==> src/rtl/flc_pkg.sv <==
// Shared constants, types and codes for the full linear convolution block.
// Depends on nothing; every other file in rtl/ refers to it by scoped names.
package flc_pkg;

  localparam int MAX_TAPS        = 16;
  localparam int SAMPLE_WIDTH    = 16;
  localparam int TAP_INDEX_WIDTH = 4;
  localparam int TAP_COUNT_WIDTH = 5;
  localparam int RESULT_WIDTH    = 36;
  localparam int PROD_WIDTH      = 2 * SAMPLE_WIDTH;

  localparam int TREE_LEVELS = $clog2(MAX_TAPS);
  localparam int TREE_LEAVES = 1 << TREE_LEVELS;
  localparam int TAPS_WIDTH  = $clog2(MAX_TAPS + 1);
  localparam int WAIT_WIDTH  = $clog2(TREE_LEVELS + 1);

  localparam int IN_TDATA_WIDTH  = ((TAP_INDEX_WIDTH + SAMPLE_WIDTH + 7) / 8) * 8;
  localparam int OUT_TDATA_WIDTH = ((RESULT_WIDTH + 7) / 8) * 8;

  typedef enum logic {
    ACT_LOAD   = 1'b0,
    ACT_SAMPLE = 1'b1
  } flc_action_e;

  typedef enum logic [1:0] {
    ST_IDLE,
    ST_WAIT,
    ST_OUT
  } flc_state_e;

  // Controls broadcast to every cell of the chain.
  typedef struct packed {
    logic                           shift;
    logic                           clear;
    logic                           tap_load;
    logic signed [SAMPLE_WIDTH-1:0] tap_value;
  } flc_cell_ctrl_t;

endpackage

==> src/rtl/flc_cell.sv <==
// One tap cell of the convolution chain: coefficient, delayed sample, product.
// Depends on flc_pkg for widths and the broadcast control struct.
module flc_cell (
  input  logic                                   clk_i,
  input  logic                                   rst_ni,
  input  flc_pkg::flc_cell_ctrl_t                ctrl_i,
  input  logic                                   tap_sel_i,
  input  logic                                   use_i,
  input  logic signed [flc_pkg::SAMPLE_WIDTH-1:0] samp_i,
  output logic signed [flc_pkg::SAMPLE_WIDTH-1:0] samp_o,
  output logic signed [flc_pkg::PROD_WIDTH-1:0]   prod_o
);

  logic signed [flc_pkg::SAMPLE_WIDTH-1:0] tap_q;
  logic signed [flc_pkg::SAMPLE_WIDTH-1:0] samp_q;
  logic signed [flc_pkg::PROD_WIDTH-1:0]   prod_d;
  logic signed [flc_pkg::PROD_WIDTH-1:0]   prod_q;

  always_ff @(posedge clk_i) begin
    if (ctrl_i.tap_load && tap_sel_i) begin
      tap_q <= ctrl_i.tap_value;
    end
  end

  // The delayed sample moves one cell down the chain on every shift.
  always_ff @(posedge clk_i or negedge rst_ni) begin
    if (!rst_ni) begin
      samp_q <= '0;
    end else if (ctrl_i.clear) begin
      samp_q <= '0;
    end else if (ctrl_i.shift) begin
      samp_q <= samp_i;
    end
  end

  // Cells beyond the active tap count contribute nothing to the sum.
  always_comb begin
    if (use_i) begin
      prod_d = flc_pkg::PROD_WIDTH'(tap_q) * flc_pkg::PROD_WIDTH'(samp_q);
    end else begin
      prod_d = '0;
    end
  end

  always_ff @(posedge clk_i) begin
    prod_q <= prod_d;
  end

  assign samp_o = samp_q;
  assign prod_o = prod_q;

endmodule

==> config.mk <==
export PLATFORM = sky130hd
export DESIGN_NAME = flc_cell
export DESIGN_NICKNAME = d
export VERILOG_FILES = /design/src/rtl/flc_pkg.sv /design/src/rtl/flc_cell.sv
export SDC_FILE = /design/constraint.sdc
export NUM_CORES = 1
export LEC_CHECK = 0
export BUFFER_PORTS_ARGS = -buffer_cell sky130_fd_sc_hd__buf_2
export CORE_ASPECT_RATIO = 0.75
export CORE_UTILIZATION = 56
export DETAILED_ROUTE_END_ITERATION = 10
export HOLD_SLACK_MARGIN = 0.06
export PLACE_DENSITY = 0.75
export SETUP_SLACK_MARGIN = 0.3
export SLEW_MARGIN = 0
export SYNTH_ARGS = -nofsm -noshare
export SYNTH_HDL_FRONTEND = slang
export SYNTH_SLANG_ARGS = --single-unit
==> constraint.sdc <==
create_clock -name clk_i -period 7.4 [get_ports clk_i]
set_input_delay 1.48 -clock clk_i [delete_from_list [all_inputs] [get_ports clk_i]]
set_output_delay 1.48 -clock clk_i [all_outputs]
set_load 0.02 [all_outputs]
==> out/summary.txt <==
critical-path maximum fanout = 18
DRT Wirelength = 28.11 mm
placed cell count = 1549
worst reg2reg path endpoint = prod_o[31]
first-pass GRT wire length = 47.61 mm
number of synthesized flops with an enable pin = 16
Tmin final = 6.528 ns
syn nets = 1597
initial antenna violation count = 1
worst slew pin tran = 1.035 ns
PostCTS Resize Cnt = 0
Hold Slack = 0.7215 ns
CTS HTree Levels = 3
largest cells by area after synthesis = fa_1, inv_1, ha_1
crit path kind = reg2reg
clock slew at reported path FFs = 0.06 ns
hpwl dp = 23.59 mm
Final Skew = 0.006672 ns
Final Util = 0.6249
layout cell share with drive strength beyond 1 = 0.09509
clk root buf = clkbuf_16
Post-CTS Setup Bufs = 0
fin crit share = 0.8821
Clock Latency Late Sink = 0.34 ns
Setup crit end kind = flop
Total GRT Usage = 0.2904
Mean Syn Cell Area = 9.691 um^2
Boundary Pins = 87
Max Fclk = 153.2 MHz
ANT nets after route = 0
CTS buffer count = 9
Remaining DRCs = 0
Crit Reg-Reg Startpoint = samp_o[2]
GPL Wtd Cong = 0.9114
DIE WIDTH = 169.4 um
most numerous cell in the Yosys netlist = inv_1
# hold bufs at CTS = 0
outcome = complete, no violations
DRT Pass-1 Iters = 5
Hold Path Sink = samp_o[15]
die area = 21600 um^2
hold depth = 3
Post-synth ARST share = 0.2500
peak supply drop = 0.0003490 V
hold violation total from the final report = 0
number of DRC markers in iteration 0 = 576
Synth top cells by count = inv_1, fa_1, nand2_1, and2_1, ha_1
count of cell types in the netlist = 57
Power Dens Cells = 299.4 nW/um^2
startpoint types = flop
leading area contributor after synthesis = fa_1
Tightest Hold Check Type = reg2reg
Starting Density = 0.5756
Synth Register Bits = 64
Port Buffers = 86
register area share after synthesis = 0.1293
CTS tree = built
Netlist Area Pre-Place = 11770 um^2
RSZ-0062 raised after global routing = false
Rel. slew slack = 0.3103
CP Data Arrival Time = 6.75 ns
Max Root-Sink Buffers = 2
largest net degree at the start of global routing = 28
CP Launch Point = samp_o[2]
Non-Filler Instances = 1566
Routed WL per cell = 17.95 um
synth-to-layout area growth = 8.561%
row count = 45
max-slew violation count = 0
Vias = 8282
Synth Instances = 1214
Hold Startpoint = samp_o[15]
Setup violations, final = 0
ys flop type = dfxtp_1
vias in the first global route = 8887
Overflow after GRT = 0
Worst Path Required = 7.63 ns
R2R Setup Slk = 0.87 ns
nets = 1661
Max Cap Violations = 0
YS warnings = 0
Worst R2R Path Depth = 18
post-route setup TNS = 0 ns
core footprint = 20440 um^2
Vert. Die Dim = 127.5 um
Clock Sinks = 64
Vias/cell = 5.289
Synth top area share = 0.4458
Pleak = 6.725 nW
[metrics by stage]
step | setup WS [ns] | power (mW) | cell area (um^2)
3_3_place_gp | 1.027 | 3.270 | 12460
4_1_cts | 0.9015 | 3.811 | 12770
5_1_grt | 0.5395 | 4.207 | 12770
3_5_place_dp | 0.9289 | 3.293 | 12460
2_1_floorplan | 1.227 | 2.616 | 11770
6_report | 0.8722 | 3.824 | 12770
[worst max-delay path by stage]
stage,to
after floorplan,prod_o[31]
after global placement,prod_o[31]
after detailed placement,prod_o[31]
after CTS,prod_o[31]
after global routing,prod_o[31]
final,prod_o[31]
[placed cells by master (no fill, tap or decap), drive strengths merged, types with 3 or more instances in the layout]
cell    instances
nor3            9
dfrtp          16
and3            3
o21a            5
ha             82
nand3           6
a21o           18
dfxtp          32
o21bai          3
inv           284
a211oi          7
xnor2          20
nand2b          6
o21ai          10
xor2           10
buf            97
edfxtp         16
nand2         130
mux2i          18
a21oi          15
a31oi           4
and2          129
clkbuf         10
clkinv          3
nor2           59
fa            262
[cell type report]
class | instances | area, um^2
diodes | 1 | 2.502
clock buffers | 10 | 229.0
clock inverters | 6 | 83.83
fillers | 1680 | 7666
inverters | 285 | 1070
multi-input cells | 821 | 9000
flip-flops and latches | 64 | 1521
well taps | 282 | 352.8
repair buffers | 97 | 513.0
[metal layers]
layer  global-route usage  up-vias  share of wire
met5                    0        -              0
met2               0.4050      337           0.42
met1               0.4398     4194           0.46
met3              0.09139       34           0.10
met4              0.06942        0          0.017
li1                     -     3717              -
[sequential cells by signal, indices dropped and copies added, names as in the netlist]
name,cells
prod_o,32
samp_o,16
tap_q,16
[critical path, stage by stage, from the launching register on]
cell      delay, ns
dfrtp_1        0.71
nand2_1        0.18
inv_1          0.11
fa_1           0.56
fa_1           0.84
fa_1           0.51
fa_1           0.50
fa_1           0.49
inv_1          0.05
fa_1           0.48
inv_1          0.05
ha_1           0.35
and3_1         0.22
and3_1         0.26
nand3_1        0.13
o31ai_2        0.40
a221oi_2       0.11
mux2i_1        0.13
a311o_1        0.31
[cell families after synthesis]
kind of cell	after synthesis	share of synthesized area
adder cells (fa/ha/maj)	344	0.5330
buffers and inverters	329	0.1057
flip-flops	64	0.1293
AO/OA/AOI/OAI	78	0.04818
AND/OR/NAND/NOR	351	0.1461
XOR/XNOR	30	0.02233
multiplexers	18	0.01531
[where the power goes]
| part | switching [mW] | internal (mW) | total (mW) |
|---|---|---|---|
| Combinational | 1.67 | 1.19 | 2.86 |
| Sequential | 0.0653 | 0.446 | 0.511 |
| Clock | 0.164 | 0.293 | 0.457 |
| Total | 1.90 | 1.93 | 3.82 |
Power figures use the tool's default switching activity.
