### config.mk
export PLATFORM = sky130hd
export DESIGN_NAME = flc_sum_tree
export DESIGN_NICKNAME = d
export VERILOG_FILES = /design/src/rtl/flc_pkg.sv /design/src/rtl/flc_sum_tree.sv
export SDC_FILE = /design/constraint.sdc
export NUM_CORES = 1
export LEC_CHECK = 0
export ABC_CLOCK_PERIOD_IN_PS = 3200
export BUFFER_PORTS_ARGS = -buffer_cell sky130_fd_sc_hd__buf_2
export CAP_MARGIN = 20
export CORE_MARGIN = 3
export CORE_UTILIZATION = 53
export CTS_BUF_LIST = sky130_fd_sc_hd__clkbuf_4 sky130_fd_sc_hd__clkbuf_8 sky130_fd_sc_hd__clkbuf_16
export DETAILED_ROUTE_END_ITERATION = 8
export GPL_TIMING_DRIVEN = 0
export PLACE_DENSITY = 0.78
export SYNTH_ARGS = -nofsm -noshare
export SYNTH_HDL_FRONTEND = slang
export SYNTH_SLANG_ARGS = --single-unit
### constraint.sdc
create_clock -name clk_i -period 3.2 [get_ports clk_i]
set_clock_uncertainty 0.2 [all_clocks]
set_input_delay 0.32 -clock clk_i [delete_from_list [all_inputs] [get_ports clk_i]]
set_output_delay 0.32 -clock clk_i [all_outputs]
set_load 0.01 [all_outputs]
### src/rtl/flc_pkg.sv
// Shared constants, types and codes for the full linear convolution block.
// Depends on nothing; every other file in rtl/ refers to it by scoped names.
package flc_pkg;

  localparam int MAX_TAPS        = 16;
  localparam int SAMPLE_WIDTH    = 16;
  localparam int TAP_INDEX_WIDTH = 4;
  localparam int TAP_COUNT_WIDTH = 5;
  localparam int RESULT_WIDTH    = 36;
  localparam int PROD_WIDTH      = 2 * SAMPLE_WIDTH;

  localparam int TREE_LEVELS = $clog2(MAX_TAPS);
  localparam int TREE_LEAVES = 1 << TREE_LEVELS;
  localparam int TAPS_WIDTH  = $clog2(MAX_TAPS + 1);
  localparam int WAIT_WIDTH  = $clog2(TREE_LEVELS + 1);

  localparam int IN_TDATA_WIDTH  = ((TAP_INDEX_WIDTH + SAMPLE_WIDTH + 7) / 8) * 8;
  localparam int OUT_TDATA_WIDTH = ((RESULT_WIDTH + 7) / 8) * 8;

  typedef enum logic {
    ACT_LOAD   = 1'b0,
    ACT_SAMPLE = 1'b1
  } flc_action_e;

  typedef enum logic [1:0] {
    ST_IDLE,
    ST_WAIT,
    ST_OUT
  } flc_state_e;

  // Controls broadcast to every cell of the chain.
  typedef struct packed {
    logic                           shift;
    logic                           clear;
    logic                           tap_load;
    logic signed [SAMPLE_WIDTH-1:0] tap_value;
  } flc_cell_ctrl_t;

endpackage

### src/rtl/flc_sum_tree.sv
// Registered binary adder tree that sums the cell products.
// Depends on flc_pkg; nodes are kept in heap order, node 1 being the root.
module flc_sum_tree (
  input  logic                                    clk_i,
  input  logic signed [flc_pkg::RESULT_WIDTH-1:0] leaf_i [flc_pkg::TREE_LEAVES],
  output logic signed [flc_pkg::RESULT_WIDTH-1:0] root_o
);

  localparam int Leaves = flc_pkg::TREE_LEAVES;

  logic signed [flc_pkg::RESULT_WIDTH-1:0] node_q [1:Leaves-1];

  for (genvar i = 1; i < Leaves; i++) begin : g_node
    if (2 * i >= Leaves) begin : g_bottom
      always_ff @(posedge clk_i) begin
        node_q[i] <= leaf_i[2 * i - Leaves] + leaf_i[2 * i + 1 - Leaves];
      end
    end else begin : g_inner
      always_ff @(posedge clk_i) begin
        node_q[i] <= node_q[2 * i] + node_q[2 * i + 1];
      end
    end
  end

  assign root_o = node_q[1];

endmodule

==> qor.txt, run 1 <==
clock slew at reported path FFs - 70 ps
failing checks - hold timing, setup timing
Largest Register - node_q
DRC Markers - 0
clock sinks - 540
crit path time final - 3280 ps
Hold Slack - -38.1 ps
Overall Global Routing Usage - 29.2%
row count - 97
highest-delay cell along the critical path - a311o_2
WP data required - 3470 ps
Core Region - 70800 sq um
worst setup margin - -81.5 ps
total iterations of the first detailed-routing run - 6
Max Cap Violations - 0
Syn Nets - 5514
DIE AREA - 75500 sq um
placed inst area - 42500 sq um
critical path's most frequent cell - a211o_1
total number of vias - 37900
LEAKAGE - 23.1 nW
crit end category - flip-flop
Reg2Reg Depth - 11
Starting Density - 54.1%
worst r2r src - node_q[1][144]
Yosys top cell area share - 28.2%
DRT antenna net count - 0
top post-synthesis cells by area - dfxtp_1, ha_1, xnor2_1
initial antenna violation count - 7
# setup viols final - 4
top flop regs - node_q: 540 flops
die height - 275 um
clock tree buffer depth - 3
I/O pin count - 613
# H-tree levels - 2
initial DRC count - 2666
clock root cell - clkbuf_16
RSZ-0062 raised after global routing - yes
gr ovfl total - 0
delay-heaviest family, CP - compound AO/OA/AOI/OAI gates
Final Hold Fails - 1
Max VDD drop - 658 uV
ys async rst share - 0%
largest net degree at the start of global routing - 16
Worst path depth - 11
share of post-route cells with drive strength above 1 - 16.9%
CP max FO - 5
Data arrival, critical path - 3550 ps
Vias/cell - 5.86
Synth-to-Final Area Change - 28.3%
slew margin rel. - 41.2%
number of global-route vias before repair - 36200
Seq cells post-synth - 540
Setup crit end - node_q[0][248]
synthesized area per cell - 8.71 sq um
PD cells - 877 nW/um^2
Setup crit start kind - flip-flop
Syn. warnings - 0
CTS tree - done
Worst setup startpoint - node_q[1][144]
Cells after Synth - 4397
worst slew pin tran - 871 ps
Placer Congestion - 0.976
Clock Latency Late Sink - 620 ps
post-synthesis sequential area ratio - 28.2%
wire per inst - 18.4 um
CTS buffer count - 54
first-pass GRT wire length - 182000 um
PortBufs - 612
reg-to-reg slack, setup - -80 ps
Slew Viols, Final - 0
status - finished with violations
Max Freq - 305 MHz
CP Buf/Inv Count - 0
Finished Cell Area - 49100 sq um
critical path cell sequence - ha_4 > fa_2 > a21o_1 > a211o_1 > a211o_1 > a21oi_4 > o21bai_2 > a311o_2 > a221oi_4 > o21ai_2 > xor2_1
Primary FF master, synth - dfxtp_1
DP Wirelength - 88400 um
Cell Area, Synth - 38300 sq um
max reg flops - 540
worst reg2reg path endpoint - node_q[0][248]
Die X - 275 um
fin nets - 6593
Post-synth EDFFs - 0
Crit Path Category - reg2reg
CP peak stage delay - 440 ps
setup_tns - -236 ps
routed wire length - 119000 um
synth unique cells - 80
Hold Crit Class - in2reg
pre-CTS setup slack - -1060 ps
Synth area leader - dfxtp_1
fin crit share - 103%
==> stage by stage <==
step | total power (W) | cells | utilization (%)
3_5_place_dp | 0.0344 | 5949 | 60.1
6_report | 0.0431 | 6465 | 69.4
3_3_place_gp | 0.0341 | 5949 | 60.1
5_1_grt | 0.0462 | 6464 | 69.4
4_1_cts | 0.0420 | 6437 | 68.4
2_1_floorplan | 0.0281 | 4397 | -
==> layout by cell type, fill, tap and decap left out, types with 225 or more instances in the layout <==
| master | synthesis | layout |
|---|---|---|
| ha_1 | 525 | 518 |
| dlygate4sd3_1 | 0 | 379 |
| nor2_1 | 226 | 225 |
| a21oi_1 | 500 | 478 |
| dfxtp_1 | 540 | 536 |
| o21ai_0 | 248 | 232 |
| xnor2_1 | 315 | 315 |
| nand2_1 | 248 | 248 |
| a21o_1 | 331 | 331 |
| buf_2 | 3 | 615 |
==> Yosys cell counts, types with 38 or more instances <==
| master | count |
|---|---|
| o21a_1 | 68 |
| a21o_1 | 331 |
| nor2b_1 | 42 |
| a21oi_1 | 500 |
| xnor2_1 | 315 |
| a31oi_1 | 42 |
| inv_1 | 114 |
| nand2_1 | 248 |
| o31ai_1 | 38 |
| o21bai_1 | 87 |
| a211oi_1 | 53 |
| and3_1 | 53 |
| clkbuf_1 | 103 |
| and2_1 | 39 |
| nand2b_1 | 56 |
| nor3_1 | 61 |
| o21ai_0 | 248 |
| xor2_1 | 169 |
| nor2_1 | 226 |
| nand4_1 | 75 |
| dfxtp_1 | 540 |
| ha_1 | 525 |
| nand3_1 | 86 |
==> repair_timing <==
action,in CTS,in global routing
hold buffers,379,1
buffers inserted,9,25
setup endpoints to repair,42,98
resized for setup,30,125
endpoints found under the hold margin,205,1
pin swaps,11,61
==> logic make-up (layout without fill, tap and decap cells) <==
logic type | Yosys count | count (layout) | synth area share [%]
AOI/OAI and AO/OA | 1598 | 1598 | 27.1
xor gates and xnor gates | 484 | 484 | 11.1
adders and majority gates | 540 | 540 | 17.9
buffers and inverters | 256 | 1379 | 2.87
DFF | 540 | 540 | 28.2
muxes | 4 | 4 | 0.108
other | 0 | 5 | 0
and+or+nand+nor | 975 | 975 | 12.7
==> layer usage <==
metal | track usage [%] | vias to the layer above | wire length, um | share of wire [%]
li1 | - | 18400 | - | -
met5 | 0 | - | 10 | 0.0084
met3 | 3.59 | 333 | 7940 | 6.7
met1 | 38.7 | 17600 | 51400 | 43
met4 | 10.4 | 2 | 4480 | 3.8
met2 | 49.1 | 1644 | 54900 | 46
==> worst register-to-register path, delay by kind of cell (launching register included) <==
kind                     cells  cell delay, ps
adder cells (fa/ha/maj)      2             510
flip-flops                   1             330
XOR/XNOR                     1             140
AO/OA/AOI/OAI                8            1970
==> cell type report <==
cell class	instances	area (sq um)
diodes	5	12.5
clock buffers	77	1590
multi-input cells	3601	27100
well taps	940	1180
flip-flops and latches	540	10800
inverters	114	428
repair buffers	1025	7110
plain buffers	140	664
clock inverters	23	263
fillers	5459	21600
==> power by group <==
part	internal (W)	switching, W	total (W)
Combinational	0.0112	0.0145	0.0257
Sequential	0.00958	0.00126	0.0108
Clock	0.00380	0.00268	0.00648
Total	0.0246	0.0185	0.0431
==> how the worst min path moves through the flow <==
| stage | cells after the start | end | startpoint | slack [ps] |
|---|---|---|---|---|
| after floorplan | 1 | node_q[0][108] | node_q[0][252] | 220 |
| after global placement | 1 | node_q[0][36] | node_q[0][108] | 230 |
| after detailed placement | 1 | node_q[0][252] | node_q[1][252] | 230 |
| after CTS | 3 | node_q[1][131] | leaf_i[311] | 0.1 |
| after global routing | 4 | node_q[1][71] | leaf_i[466] | 1 |
| final | 4 | node_q[1][71] | leaf_i[466] | -40 |
(Power assumes the default switching activity.)
==> inputs of run 2 (changes only) <==
--- a/config.mk
+++ b/config.mk
@@ -7,13 +7,15 @@
 export LEC_CHECK = 0
 export ABC_CLOCK_PERIOD_IN_PS = 3200
 export BUFFER_PORTS_ARGS = -buffer_cell sky130_fd_sc_hd__buf_2
-export CAP_MARGIN = 20
+export CAP_MARGIN = 25
+export CORE_ASPECT_RATIO = 0.8
 export CORE_MARGIN = 3
 export CORE_UTILIZATION = 53
 export CTS_BUF_LIST = sky130_fd_sc_hd__clkbuf_4 sky130_fd_sc_hd__clkbuf_8 sky130_fd_sc_hd__clkbuf_16
 export DETAILED_ROUTE_END_ITERATION = 8
 export GPL_TIMING_DRIVEN = 0
 export PLACE_DENSITY = 0.78
+export SLEW_MARGIN = 25
 export SYNTH_ARGS = -nofsm -noshare
 export SYNTH_HDL_FRONTEND = slang
 export SYNTH_SLANG_ARGS = --single-unit
==> qor.txt, run 2 (synthesis results as in run 1) <==
status - finished with violations (unchanged)
failing checks - setup timing (was hold timing, setup timing)
clock root cell - clkbuf_16 (unchanged)
Top Layer Used - met5 (unchanged)
fin nets - 6594 (was 6593)
top flop regs - node_q: 540 flops (unchanged)
PD cells - 880 nW/um^2 (was 877 nW/um^2)
Die X - 306 um (was 275 um)
total iterations of the first detailed-routing run - 6 (unchanged)
largest net degree at the start of global routing - 16 (unchanged)
leading cell types in the layout, fill and taps excluded - buf_2, dfxtp_1, ha_1, a21oi_1, dlygate4sd3_1 (unchanged)
# setup viols final - 8 (was 4)
Final Hold Fails - 0 (was 1)
Slew Viols, Final - 0 (unchanged)
Data arrival, critical path - 3560 ps (was 3550 ps)
DRT antenna net count - 0 (unchanged)
M1 wire length - 55300 um (was 51400 um)
# H-tree levels - 2 (unchanged)
pre-CTS setup slack - -915 ps (was -1060 ps)
share of post-route cells with drive strength above 1 - 16.6% (was 16.9%)
WP data required - 3470 ps (about the same)
clock sinks - 540 (unchanged)
Setup crit start kind - flip-flop (unchanged)
worst r2r src - node_q[1][180] (was node_q[1][144])
max reg flops - 540 (unchanged)
worst slew pin tran - 801 ps (was 871 ps)
Core Region - 71000 sq um (was 70800 sq um)
clock tree buffer depth - 3 (unchanged)
fin crit share - 103% (about the same)
Max Cap Violations - 0 (unchanged)
row count - 87 (was 97)
DIE AREA - 75500 sq um (about the same)
gr ovfl total - 0 (unchanged)
Largest Register - node_q (unchanged)
hold depth - 3 (was 4)
clock slew at reported path FFs - 70 ps (about the same)
hold endpoint - node_q[1][85] (was node_q[1][71])
worst min-delay path startpoint - leaf_i[373] (was leaf_i[466])
slew margin rel. - 46.6% (was 41.2%)
Vias/cell - 5.88 (was 5.86)
crit path time final - 3290 ps (was 3280 ps)
Synth-to-Final Area Change - 28.3% (about the same)
Starting Density - 53.9% (was 54.1%)
number of global-route vias before repair - 36200 (about the same)
DRC Markers - 0 (unchanged)
total number of vias - 38000 (was 37900)
CTS tree - done (unchanged)
Fill cells - 5574 (was 5459)
first-pass GRT wire length - 186000 um (was 182000 um)
LEAKAGE - 23.1 nW (about the same)
Clock Latency Late Sink - 610 ps (was 620 ps)
Max Freq - 304 MHz (was 305 MHz)
CP max FO - 4 (was 5)
wire per inst - 18.8 um (was 18.4 um)
Finished Cell Area - 49100 sq um (about the same)
RSZ-0062 raised after global routing - yes (unchanged)
Reg2Reg Depth - 11 (unchanged)
Overall Global Routing Usage - 30.1% (was 29.2%)
most common library cell in the layout ignoring fill and taps - buf_2 (unchanged)
Layout Utilization - 69.2% (was 69.4%)
Placer Congestion - 0.988 (was 0.976)
routed wire length - 122000 um (was 119000 um)
PortBufs - 612 (unchanged)
I/O pin count - 613 (unchanged)
initial DRC count - 3168 (was 2666)
Hold Crit Class - in2reg (unchanged)
metal2 WL - 52900 um (was 54900 um)
CTS buffer count - 54 (unchanged)
reg-to-reg slack, setup - -90 ps (was -80 ps)
Max VDD drop - 620 uV (was 658 uV)
Hold Slack - 24.4 ps (was -38.1 ps)
Crit Path Category - reg2reg (unchanged)
placed inst area - 42500 sq um (about the same)
worst setup margin - -89.4 ps (was -81.5 ps)
initial antenna violation count - 8 (was 7)
DP Wirelength - 91400 um (was 88400 um)
worst reg2reg path endpoint - node_q[0][248] (unchanged)
metal3 WL - 8890 um (was 7940 um)
crit end category - flip-flop (unchanged)
die height - 246 um (was 275 um)
## run 2: cell count changes in the layout (fill, tap and decap cells not counted), moves of 3 or more
cell | before | now
a31oi_1 | 37 | 40
a31oi_2 | 4 | 1
buf_4 | 70 | 63
clkbuf_4 | 14 | 10
dlygate4sd3_1 | 379 | 384
o31ai_1 | 21 | 25
o31ai_2 | 12 | 7
## run 2: how the worst max path moves through the flow
stage	to	slack, ps	depth (start not counted)	start
final	node_q[0][248]	-90	11	node_q[1][180]
after global routing	node_q[0][248]	-150	11	node_q[1][144]
after CTS	node_q[0][248]	-60	11	node_q[1][180]
after detailed placement	node_q[1][250]	-910	12	leaf_i[72]
after global placement	node_q[1][250]	-1240	12	leaf_i[72]
after floorplan	node_q[0][248]	10	11	node_q[1][144]
## run 2: worst max-delay path: stages, from the launching register on
cell and delay [ps]:
dfxtp_2 330, ha_4 160, fa_2 340, a21o_1 190, a211o_1 300, a211o_1 360
a21oi_4 220, o21bai_2 90, a311o_2 440, a221oi_4 300, o21ai_2 80, xor2_1 140
## run 2: layer usage
layer | global-route usage, % | vias to the layer above
met5 | 0 | -
met4 | 10.1 | 4
met3 | 4.31 | 341
met2 | 47.8 | 1604
met1 | 42.0 | 17600
li1 | - | 18400
## run 2: metrics by stage
stage          total power [W]  setup TNS, ps  std cells
6_report                0.0432           -301       6459
5_1_grt                 0.0463           -976       6454
4_1_cts                 0.0421           -108       6432
3_5_place_dp            0.0345         -23630       5943
3_3_place_gp            0.0343         -23790       5943
2_1_floorplan           0.0281              0       4397
## run 2: power breakdown
| group | internal [W] | switching, W |
|---|---|---|
| logic | 0.0112 | 0.0143 |
| registers | 0.00958 | 0.00161 |
| clock network | 0.00388 | 0.00268 |
| total | 0.0246 | 0.0185 |
## run 2: area by class of cell
type / instances / area [sq um] / share of cell area, %
multi-input cells: 3601 / 27000 / 55.0
flip-flops and latches: 540 / 10800 / 22.0
repair buffers: 1025 / 7140 / 14.5
clock buffers: 75 / 1590 / 3.24
well taps: 934 / 1170 / 2.38
plain buffers: 141 / 668 / 1.36
inverters: 114 / 428 / 0.871
clock inverters: 23 / 289 / 0.589
diodes: 6 / 15.0 / 0.0306
## run 2: what timing repair did
| action | in CTS | in global routing |
|---|---|---|
| setup endpoints to repair | 43 | 102 |
| gates resized for setup | 30 | 109 |
| hold buffers | 384 | 0 |
| hold endpoints to repair | 202 | 0 |
| cloned | 0 | 0 |
| pin swaps | 12 | 44 |
| buffers inserted | 7 | 22 |
